**config.mk**
```make
export PLATFORM = sky130hd
export DESIGN_NAME = hmbc_bank
export DESIGN_NICKNAME = d
export VERILOG_FILES = /design/src/rtl/hmbc_pkg.sv /design/src/rtl/hmbc_bank.sv
export SDC_FILE = /design/constraint.sdc
export NUM_CORES = 1
export LEC_CHECK = 0
export BUFFER_PORTS_ARGS = -buffer_cell sky130_fd_sc_hd__buf_2
export CORE_AREA = 2 2 39 41
export CTS_BUF_LIST = sky130_fd_sc_hd__clkbuf_8
export CTS_CLUSTER_SIZE = 14
export DETAILED_ROUTE_END_ITERATION = 10
export DIE_AREA = 0 0 41 43
export PLACE_DENSITY = 0.77
export SLEW_MARGIN = 20
export SYNTH_ARGS = -nofsm -noshare
export SYNTH_HDL_FRONTEND = slang
export SYNTH_SLANG_ARGS = --single-unit
```
**constraint.sdc**
```tcl
create_clock -name clk -period 1.7 [get_ports clk]
set_input_delay 0.255 -clock clk [delete_from_list [all_inputs] [get_ports clk]]
set_output_delay 0.255 -clock clk [all_outputs]
set_load 0.1 [all_outputs]
```
**src/rtl/hmbc_pkg.sv**
```systemverilog
// Shared constants and types for the handheld memory map bank controller.
package hmbc_pkg;

  localparam int unsigned BIG_ADDR_W   = 13;  // video, external and work RAM: 8 KiB each
  localparam int unsigned SMALL_ADDR_W = 9;   // sprite, I/O and high RAM share one store
  localparam int unsigned DATA_W       = 8;
  localparam int unsigned BANK_W       = 8;
  localparam int unsigned ROM_OFS_W    = 14;
  localparam int unsigned ROM_ADDR_W   = BANK_W + ROM_OFS_W;
  localparam int unsigned CTRL_W       = 2;

  localparam logic [CTRL_W-1:0] CT_NONE = 2'd0;
  localparam logic [CTRL_W-1:0] CT_MBC1 = 2'd1;
  localparam logic [CTRL_W-1:0] CT_MBC2 = 2'd2;

  localparam logic [3:0]        RAM_EN_KEY   = 4'hA;
  localparam logic [3:0]        RAM_DIS_KEY  = 4'h0;
  localparam logic [BANK_W-1:0] ROM_BANK_RST = 8'd1;

  // Bank controller status toward the access pipeline.
  typedef struct packed {
    logic [BANK_W-1:0] rom_bank;
    logic              ram_en;
    logic              ram_en_next;
  } bank_stat_t;

endpackage

```
**src/rtl/hmbc_bank.sv**
```systemverilog
// Cartridge bank controller: RAM enable flag and switched ROM bank number.
module hmbc_bank
  import hmbc_pkg::*;
(
  input  logic              clk,
  input  logic              rst,
  input  logic              wr_en,      // accepted write below 8000
  input  logic [15:0]       address,
  input  logic [DATA_W-1:0] wr_data,
  input  logic [CTRL_W-1:0] ctrl_type,
  output bank_stat_t        stat
);

  logic [BANK_W-1:0] rom_bank;
  logic [BANK_W-1:0] rom_bank_next;
  logic              ram_en;
  logic              ram_en_next;
  logic [BANK_W-1:0] low_cand;
  logic [BANK_W-1:0] high_cand;
  logic              is_mbc1;
  logic              is_mbc2;

  assign is_mbc1   = (ctrl_type == CT_MBC1);
  assign is_mbc2   = (ctrl_type == CT_MBC2);
  assign low_cand  = is_mbc2 ? {4'b0, wr_data[3:0]} : {rom_bank[7:5], wr_data[4:0]};
  assign high_cand = {wr_data[7:5], rom_bank[4:0]};

  always_comb begin
    rom_bank_next = rom_bank;
    ram_en_next   = ram_en;
    if (wr_en && (is_mbc1 || is_mbc2)) begin
      case (address[14:13])
        2'b00: begin
          // MBC2 ignores enable writes with address bit 4 set.
          if (!(is_mbc2 && address[4])) begin
            if (wr_data[3:0] == RAM_EN_KEY) begin
              ram_en_next = 1'b1;
            end else if (wr_data[3:0] == RAM_DIS_KEY) begin
              ram_en_next = 1'b0;
            end
          end
        end
        2'b01: begin
          rom_bank_next = (low_cand == '0) ? ROM_BANK_RST : low_cand;
        end
        2'b10: begin
          if (is_mbc1) begin
            rom_bank_next = (high_cand == '0) ? ROM_BANK_RST : high_cand;
          end
        end
        default: begin
          // mode area: drop the write
        end
      endcase
    end
  end

  always_ff @(posedge clk) begin
    if (rst) begin
      rom_bank <= ROM_BANK_RST;
      ram_en   <= 1'b0;
    end else begin
      rom_bank <= rom_bank_next;
      ram_en   <= ram_en_next;
    end
  end

  assign stat.rom_bank    = rom_bank;
  assign stat.ram_en      = ram_en;
  assign stat.ram_en_next = ram_en_next;

endmodule
```
==> results of run 1 <==
-- registers in the layout (all words and copies together) (netlist names) --
name and count:
rom_bank 8, ram_en 1
-- power by group --
part           leakage (nW)  switching, W  internal [W]
combinational         0.251     0.0000833     0.0000499
clock                0.0269     0.0000814      0.000157
sequential           0.0738    0.00000347      0.000217
total                 0.352      0.000168      0.000424
-- stage by stage --
stage	TNS [ns]	util, %
floorplan	0	-
global placement	0	47.6
detailed placement	-0.0294	47.6
CTS	0	54.0
global route	0	54.2
finish	0	54.2
-- timing repair --
action | in CTS | in global routing
resized for setup | 1 | 2
setup buffers | 4 | 0
setup endpoints to repair | 1 | 1
pin swaps | 2 | 0
-- cell families (layout without fill, tap and decap cells) --
group	Yosys count	count (layout)	synth area share (%)
simple gates	20	20	25.7
compound gates	13	13	18.7
flops	9	9	35.9
buf+inv	6	38	6.73
mux	4	4	7.98
fa+ha+maj	2	2	4.99
-- layout by cell type, fill, tap and decap left out --
master / Yosys / layout
a21oi_1: 3 / 3
nor3_1: 1 / 1
or4_4: 1 / 1
o41ai_1: 1 / 1
ha_4: 0 / 1
dfxtp_2: 0 / 4
nor2b_2: 0 / 1
nand2b_4: 1 / 1
o21ai_0: 2 / 2
nor2_1: 4 / 4
nand2b_1: 1 / 1
nand2b_2: 1 / 1
buf_2: 0 / 24
o21a_1: 1 / 1
clkbuf_8: 0 / 3
nor3b_2: 1 / 1
nor3b_1: 1 / 1
ha_1: 2 / 1
or4_1: 1 / 1
buf_4: 3 / 6
nand3_1: 3 / 3
buf_12: 0 / 1
inv_2: 0 / 1
o31ai_2: 1 / 1
dfxtp_1: 9 / 5
a31oi_1: 1 / 1
nand2_1: 2 / 2
a211oi_1: 1 / 1
and2_1: 1 / 1
nor4_1: 1 / 1
inv_1: 3 / 3
mux2i_1: 4 / 4
a22o_1: 3 / 3
-- critical path: cells and delay by family --
family	cells	cell delay, ns
multiplexers	1	0.20
adder cells (fa/ha/maj)	1	0.19
AND/OR/NAND/NOR	3	0.35
buffers and inverters	3	0.35
-- synthesized netlist by cell type, drive strengths merged --
cell type / instances
nand2: 2
nand2b: 3
nor4: 1
o21a: 1
buf: 3
nand3: 3
inv: 3
nor2b: 1
o31ai: 1
nor3: 1
nor2: 4
a31oi: 1
a22o: 3
ha: 2
and2: 1
or4: 2
mux2i: 4
nor3b: 2
a211oi: 1
a21oi: 3
dfxtp: 9
o41ai: 1
o21ai: 2
-- area by class of cell --
type,instances,area (sq um)
multi-input combinational,39,303
tap,16,20.0
fill,131,634
clock buffer,3,41.3
sequential,9,185
timing repair buffer,31,185
inverter,3,11.3
clock inverter,1,3.75
-- metal layers --
layer,up-vias,track usage [%],routed length [microns]
li1,261,-,-
met2,17,26.6,626
met1,241,16.1,487
met5,-,0,0
met4,0,10.7,49
met3,6,4.71,56
-- final timing paths --
path                              startpoint           to  slack [ns]  cells after the start
worst max-delay path            ctrl_type[0]      stat[0]        0.11                      8
worst min-delay path              wr_data[5]  rom_bank[5]        0.26                      2
worst max register to register   rom_bank[1]  rom_bank[0]        0.31                      4
worst min register to register   rom_bank[4]  rom_bank[4]        0.49                      2
==> summary.txt, run 1 <==
Outcome
  • Status: finished, final reports clean

Finish
  • Share of cells above drive strength 1: 53.5%
  • Synth-to-layout area growth: 49.4%
  • Antenna cells: 0
  • Non-Filler Cell Area, Final: 749 sq um
  • Layout Nets: 118
  • Fin cells: 102

Floorplan
  • Die area: 0.00176 sq mm
  • I/O pins: 39
  • Core Area: 0.00138 sq mm
  • Die height: 43 microns
  • Initial Util: 36.3%
  • Die Wd: 41 microns
  • Std cell rows: 14

Route
  • DRT iter0 DRCs: 3
  • Overall via count from detail_route: 525
  • Drt pass-1 iters: 3
  • Drt drc: 0
  • Wire per inst: 12.0 microns
  • Overall routed net length: 1220 microns
  • DRT antenna net count: 0
  • DR vias/cell: 5.15

Place
  • Post-place setup slack: -0.0294 ns
  • Dpl hpwl: 969 microns
  • Placement Cell Area: 659 sq um
  • Post-placement cell count: 94
  • GPL Wtd Cong: 0.746
  • Count of input and output buffers: 25

Global route
  • Grt total ovfl: 0
  • Pin count of the biggest net entering global routing: 10
  • Global-route wire length before repair: 1930 microns
  • GRT Util Overall: 16.1%
  • Vias in the first global route: 506
  • Initial antenna violation count: 0

Critical path
  • CP startpoint kind: primary input
  • Slowest cell delay on critical path: 0.20 ns
  • Worst path arrival time: 1.34 ns
  • Critical path's slowest cell: mux2i_1
  • Worst path required time: 1.44 ns
  • CP cell instances: buf_2 > inv_2 > ha_4 > nor2b_2 > nand3_1 > mux2i_1 > nand2_1 > buf_12
  • CP endpoint kind: primary output
  • Max FO, Critical Path: 2
  • CP Class: in2out

STA
  • Final hold vios: 0
  • Final worst-path cycle share: 93.8%
  • Worst Clk Skew: 0.00171 ns
  • RSZ-0062 raised after global routing: false
  • Final Setup Violations: 0
  • F_max: 627 MHz
  • Worst hold slack: 0.260 ns
  • Slew margin rel.: 67.8%
  • Worst-margin pin slew: 0.486 ns
  • Fin worst setup slack: 0.106 ns
  • Min Clock Period, post-route: 1.59 ns
  • Slew Limit Fails: 0

Synthesis
  • Number of synthesized register bits: 9
  • Ys Warns: 0
  • Post-Syn Area: 502 sq um
  • Synthesized Nets: 85
  • Largest cells by area after synthesis: dfxtp_1 (36%), mux2i_1 (8.0%), a22o_1 (5.2%)
  • Top cell type's share of synthesized area: 35.9%
  • Seq/Total Area, Yosys: 35.9%
  • Post-synth cell types: 27
  • Mapped Cells: 54
  • Average size of a mapped cell: 9.29 sq um
  • Leading area contributor after synthesis: dfxtp_1

Worst hold path
  • HP Class: in2reg

Clocking
  • CTS root buffer: clkbuf_8
  • Worst skew pair latency: 0.23 ns
  • Max clock buf depth: 2
  • Post-CTS Hold Buffers: 0
  • CTS tree: built
  • Num CTS Buffers: 3
  • Max H-tree Level: 1
  • CTS clk-pin slew, worst paths: 0.04 ns
  • Clk sinks: 9

Power and ir drop
  • Final Power: 0.000592 W
  • Leakage power: 0.352 nW
  • Max VDD drop: 0.000412 V
  • Pwr/cell area: 790 mW/mm^2

Run
  • Max cap viols: 0
Note: power is estimated with default switching activity, not from simulation.
==> run 2, diff against run 1 <==
- CORE_AREA: 2 2 39 41 -> default
- CORE_MARGIN: default -> 2
- CORE_UTILIZATION: default -> 36
- DIE_AREA: 0 0 41 43 -> default
- clock period: 1.7 -> 1.4 ns (I/O delays scaled with it)
==> run 2 against run 1 <==
Against the previous run:
- the flow now finishes with violations (negative setup slack)
- wire length grew 3.5%
- clock power increased by 21%
- via count increased by 1.1%
- first-iteration DRC count rose to 3.7 times the previous value
- non-clock buffer count grew 4
- count of clock-buffer cells in the layout unchanged
==> summary.txt, run 2 (same netlist as run 1, synthesis figures left out) <==
Outcome
  • Status: complete, but fails checks (was finished, final reports clean)
  • Failing checks: negative setup slack

Route
  • Overall via count from detail_route: 531 (was 525)
  • Overall routed net length: 1260 microns (was 1220 microns)
  • Wire per inst: 12.0 microns (about the same)
  • DRT antenna net count: 0 (unchanged)
  • Drt drc: 0 (unchanged)
  • Drt pass-1 iters: 4 (was 3)
  • DR vias/cell: 5.06 (was 5.15)
  • DRT iter0 DRCs: 11 (was 3)

Global route
  • Vias in the first global route: 475 (was 506)
  • Grt total ovfl: 0 (unchanged)
  • GRT Util Overall: 17.2% (was 16.1%)
  • Pin count of the biggest net entering global routing: 10 (unchanged)
  • Global-route wire length before repair: 1840 microns (was 1930 microns)
  • Initial antenna violation count: 0 (unchanged)

Floorplan
  • Initial Util: 38.6% (was 36.3%)
  • Core Area: 0.00130 sq mm (was 0.00138 sq mm)
  • Die area: 0.00171 sq mm (was 0.00176 sq mm)
  • Die height: 41.3 microns (was 43 microns)
  • Die Wd: 41.3 microns (was 41 microns)
  • Std cell rows: 13 (was 14)
  • I/O pins: 39 (unchanged)

STA
  • Worst hold slack: 0.209 ns (was 0.260 ns)
  • Final Setup Violations: 1 (was 0)
  • Final hold vios: 0 (unchanged)
  • Setup TNS: -0.0588 ns (was 0 ns)
  • Worst Clk Skew: 0.000697 ns (was 0.00171 ns)
  • Slew Limit Fails: 0 (unchanged)
  • Final worst-path cycle share: 104%
  • RSZ-0062 raised after global routing: true (was false)
  • F_max: 685 MHz
  • Fin worst setup slack: -0.0588 ns (was 0.106 ns)
  • Min Clock Period, post-route: 1.46 ns
  • Worst-margin pin slew: 0.489 ns (was 0.486 ns)
  • Slew margin rel.: 67.6% (was 67.8%)

Finish
  • Util after Layout: 65.3% (was 54.2%)
  • Commonest cells after routing, fill and taps aside: buf_2 (22), buf_4 (10), nor2_1 (4), dfxtp_4 (4) (was buf_2 (24), buf_4 (6), dfxtp_1 (5))
  • Largest register FFs: 8 (unchanged)
  • Non-Filler Cell Area, Final: 850 sq um (was 749 sq um)
  • Regs by FF count: rom_bank x8, ram_en x1 (unchanged)
  • Layout Nets: 122 (was 118)
  • Antenna cells: 0 (unchanged)
  • Most common cell after layout, fill and taps aside: buf_2 (unchanged)
  • Synth-to-layout area growth: 69.3% (was 49.4%)
  • Fin cells: 105 (was 102)
  • Fill cells: 120 (was 131)
  • Share of cells above drive strength 1: 64.4% (was 53.5%)
  • Reg with most FFs: rom_bank (unchanged)

Clocking
  • CTS root buffer: clkbuf_8 (unchanged)
  • Num CTS Buffers: 3 (unchanged)
  • Post-CTS Hold Buffers: 0 (unchanged)
  • CTS tree: built (unchanged)
  • Max clock buf depth: 2 (unchanged)
  • Max H-tree Level: 1 (unchanged)
  • Worst skew pair latency: 0.23 ns (about the same)
  • Clk sinks: 9 (unchanged)
  • CTS clk-pin slew, worst paths: 0.04 ns (about the same)

Power and ir drop
  • Max VDD drop: 0.000598 V (was 0.000412 V)
  • Pwr/cell area: 865 mW/mm^2 (was 790 mW/mm^2)
  • Leakage power: 0.382 nW (was 0.352 nW)

Critical path
  • CP startpoint kind: primary input (unchanged)
  • CP Class: in2out (unchanged)
  • Worst path required time: 1.19 ns (was 1.44 ns)
  • Max FO, Critical Path: 2 (unchanged)
  • CP endpoint kind: primary output (unchanged)
  • Worst path arrival time: 1.25 ns (was 1.34 ns)

Place
  • Placement Cell Area: 739 sq um (was 659 sq um)
  • Post-placement cell count: 100 (was 94)
  • Dpl hpwl: 928 microns (was 969 microns)
  • Count of input and output buffers: 25 (unchanged)
  • GPL Wtd Cong: 0.806 (was 0.746)

Worst hold path
  • HP Class: in2reg (unchanged)

Run
  • Max cap viols: 0 (unchanged)
run 2: stage by stage:
stage | power, W | worst slack [ns]
2_1_floorplan | 0.000373 | -0.0517
3_3_place_gp | 0.000430 | -0.158
3_5_place_dp | 0.000433 | -0.165
4_1_cts | 0.000736 | -0.0619
5_1_grt | 0.000773 | -0.132
6_report | 0.000735 | -0.0588
run 2: critical path: stages:
cell     delay (ns)
buf_8          0.10
ha_4           0.24
nor2b_4        0.11
nand3_2        0.09
mux2i_2        0.23
nand2_2        0.09
buf_12         0.17
run 2: area by class of cell:
cell class                      count  area, sq um  area share, %
Inverter                            3         13.8           1.62
Clock buffer                        3         41.3           4.86
Tap cell                           15         18.8           2.21
Clock inverter                      1         3.75          0.442
Timing Repair Buffer               35          231           27.2
Sequential cell                     9          198           23.3
Multi-Input combinational cell     39          343           40.4
run 2: routing by layer:
layer | vias to the layer above | track usage (%) | share of wire, %
li1 | 270 | - | -
met1 | 246 | 21.6 | 47
met2 | 13 | 25.8 | 47
met3 | 2 | 3.72 | 5.1
met4 | 0 | 12.1 | 0.87
met5 | - | 0 | 0
run 2: timing repair:
item                       CTS  global route
setup endpoints to repair    1             2
setup buffers                1             0
resized for setup            6             8
pin swaps                    2             2
run 2: worst paths after layout:
path	startpoint	to	slack, ns	cells past startpoint
setup / recovery	ctrl_type[1]	stat[0]	-0.06	7
setup reg to reg	rom_bank[0]	rom_bank[0]	0.04	4
hold / removal	wr_data[6]	rom_bank[6]	0.21	2
hold reg to reg	rom_bank[4]	rom_bank[4]	0.47	2
run 2: report_power, final:
group          total (W)  switching, W  internal [W]  leakage (nW)
Clock           0.000287     0.0000970      0.000190        0.0269
Combinational   0.000185      0.000108     0.0000771         0.279
Sequential      0.000263    0.00000481      0.000258        0.0761
Total           0.000735      0.000210      0.000525         0.382
==> run 3, diff against run 2 <==
- BUFFER_PORTS_ARGS: -buffer_cell sky130_fd_sc_hd__buf_2 -> -buffer_cell sky130_fd_sc_hd__buf_4
==> run 3 against run 2 <==
Against the previous run:
- total power increased by 3.4%
- sequential share of layout area down 1.3 points
- core utilization up 3.7 points
- cell count decreased by 0.95%
- fmax shrank 1.1%
- sequential cell count did not move
- sequential power is essentially flat
- critical endpoint unchanged
- the flow still finishes with violations (negative setup slack)
- count of clock-buffer cells in the layout unchanged
- largest cell class unchanged
- highest routed layer unchanged
- clock power is 3% higher
- wire length grew 18%
- die area did not move
==> summary.txt, run 3 (same netlist as run 1, synthesis figures left out) <==
Global route
  • Busiest metal layer after global routing: met2 (unchanged)
  • Met1 Use GR: 21.5% (was 21.6%)
  • Global-route wire length before repair: 2130 microns (was 1840 microns)
  • Grt total ovfl: 0 (unchanged)
  • Met2 Resource Use GR: 32.8% (was 25.8%)
  • M3 GR Usage: 5.85% (was 3.72%)
  • Initial antenna violation count: 0 (unchanged)
  • Vias in the first global route: 532 (was 475)
  • GRT Util Overall: 20.0% (was 17.2%)
  • Pin count of the biggest net entering global routing: 10 (unchanged)

STA
  • Worst Clk Skew: 0.00152 ns (was 0.000697 ns)
  • Slew Limit Fails: 0 (unchanged)
  • Worst-margin pin slew: 0.368 ns (was 0.489 ns)
  • Final Setup Violations: 1 (unchanged)
  • RSZ-0062 raised after global routing: true (unchanged)
  • Fin worst setup slack: -0.0746 ns (was -0.0588 ns)
  • Final worst-path cycle share: 105% (was 104%)
  • Min Clock Period, post-route: 1.47 ns (was 1.46 ns)
  • Final hold vios: 0 (unchanged)
  • Slew margin rel.: 75.2% (was 67.6%)
  • F_max: 678 MHz (was 685 MHz)

Place
  • Placement Cell Area: 787 sq um (was 739 sq um)
  • GPL Wtd Cong: 0.814 (was 0.806)
  • Dpl hpwl: 1090 microns (was 928 microns)
  • Post-place setup slack: -0.195 ns (was -0.165 ns)
  • Count of input and output buffers: 25 (unchanged)

Floorplan
  • Std cell rows: 13 (unchanged)
  • Die height: 41.3 microns (unchanged)
  • Die area: 0.00171 sq mm (unchanged)
  • I/O pins: 39 (unchanged)
  • Die Wd: 41.3 microns (unchanged)
  • Initial Util: 38.6% (unchanged)
  • Core Area: 0.00130 sq mm (unchanged)

Critical path
  • CP Class: in2out (unchanged)
  • Slowest cell delay on critical path: 0.24 ns (about the same)
  • CP cell instances: buf_6 > ha_4 > nor2b_4 > nand3_2 > mux2i_2 > nand2_1 > buf_12 (was buf_8 > ha_4 > nor2b_4 > nand3_2 > mux2i_2 > nand2_2 > buf_12)
  • CP top delay family: simple AND/OR/NAND/NOR gates (unchanged)
  • Worst path arrival time: 1.26 ns (was 1.25 ns)
  • Worst path required time: 1.19 ns (about the same)
  • CP startpoint kind: primary input (unchanged)
  • Worst path bufs/invs: 2 (unchanged)
  • CP endpoint kind: primary output (unchanged)
  • Max FO, Critical Path: 2 (unchanged)
  • Critical path's slowest cell: ha_4 (unchanged)

Route
  • Drt pass-1 iters: 4 (unchanged)
  • Overall via count from detail_route: 547 (was 531)
  • DR vias/cell: 5.26 (was 5.06)
  • Drt drc: 0 (unchanged)
  • DRT antenna net count: 0 (unchanged)
  • Overall routed net length: 1490 microns (was 1260 microns)
  • Wire per inst: 14.3 microns (was 12.0 microns)
  • DRT iter0 DRCs: 4 (was 11)

Finish
  • Regs by FF count: rom_bank x8, ram_en x1 (unchanged)
  • Fill cells: 110 (was 120)
  • Reg with most FFs: rom_bank (unchanged)
  • Most common cell after layout, fill and taps aside: buf_4 (was buf_2)
  • Share of cells above drive strength 1: 61.8% (was 64.4%)
  • Synth-to-layout area growth: 79.1% (was 69.3%)
  • Antenna cells: 0 (unchanged)
  • Layout Nets: 121 (was 122)
  • Non-Filler Cell Area, Final: 898 sq um (was 850 sq um)
  • Util after Layout: 69.0% (was 65.3%)
  • Commonest cells after routing, fill and taps aside: buf_4 (31), nor2_1 (4), dfxtp_4 (4) (was buf_2 (22), buf_4 (10), nor2_1 (4), dfxtp_4 (4))
  • Largest register FFs: 8 (unchanged)

Outcome
  • Failing checks: negative setup slack (unchanged)
  • Status: complete, but fails checks (unchanged)

Clocking
  • CTS root buffer: clkbuf_8 (unchanged)
  • CTS clk-pin slew, worst paths: 0.05 ns (was 0.04 ns)
  • CTS tree: built (unchanged)
  • Post-CTS Hold Buffers: 0 (unchanged)
  • Max clock buf depth: 2 (unchanged)
  • Postcts setup bufs: 0 (was 1)
  • Num CTS Buffers: 3 (unchanged)
  • Worst skew pair latency: 0.23 ns (about the same)
  • Clk sinks: 9 (unchanged)
  • Max H-tree Level: 1 (unchanged)

Worst hold path
  • HP Class: in2reg (unchanged)

Run
  • Max cap viols: 0 (unchanged)

Power and ir drop
  • Leakage power: 0.391 nW (was 0.382 nW)
  • Pwr/cell area: 846 mW/mm^2 (was 865 mW/mm^2)
  • Max VDD drop: 0.000638 V (was 0.000598 V)
  • Final Power: 0.000760 W (was 0.000735 W)
run 3: area by class of cell:
cell class	instances	area, sq um	share of cell area [%]
timing repair buffer	34	279	31.1
clock buffer	3	41.3	4.60
inverter	3	13.8	1.53
tap	15	18.8	2.09
multi-input combinational	39	344	38.3
sequential	9	198	22.0
clock inverter	1	3.75	0.418
run 3: power breakdown:
part           internal, W  switching [W]  total (W)  leakage, nW
Sequential        0.000258     0.00000507   0.000263       0.0761
Combinational    0.0000906       0.000112   0.000202        0.288
Clock             0.000191       0.000104   0.000295       0.0269
run 3: stage by stage:
stage	setup TNS [ns]	hold slack, ns	instances
after global routing	-0.209	0.215	104
after global placement	-0.232	0.438	100
after floorplan	-0.0517	0.343	54
after CTS	-0.0701	0.204	104
final	-0.0746	0.207	104
after detailed placement	-0.380	0.447	100
run 3: worst paths after layout:
path,start,endpoint,slack (ns),depth (start not counted)
max,ctrl_type[1],stat[0],-0.07,7
min,wr_data[6],rom_bank[6],0.21,2
min reg2reg,rom_bank[4],rom_bank[4],0.49,2
max reg2reg,rom_bank[0],rom_bank[0],0.04,4
run 3: what timing repair did:
item	4_1_cts	5_1_grt
endpoints found under the setup margin	1	2
hold endpoints to repair	0	0
pin swaps	2	2
gates resized for setup	9	6
cloned	0	0
run 3: routing by layer:
metal  part of all wire [%]  wire (microns)  vias to the layer above
met5                      0               0                        -
met2                     48             714                       20
met1                     44             650                      252
met4                    2.6              39                        0
li1                       -               -                      268
met3                    5.6              83                        7
run 3: worst register-to-register path: stages, from the launching register on:
cell and delay, ns:
dfxtp_4 0.34, or4_4 0.54, o31ai_4 0.17, a211oi_1 0.09
a31oi_1 0.14
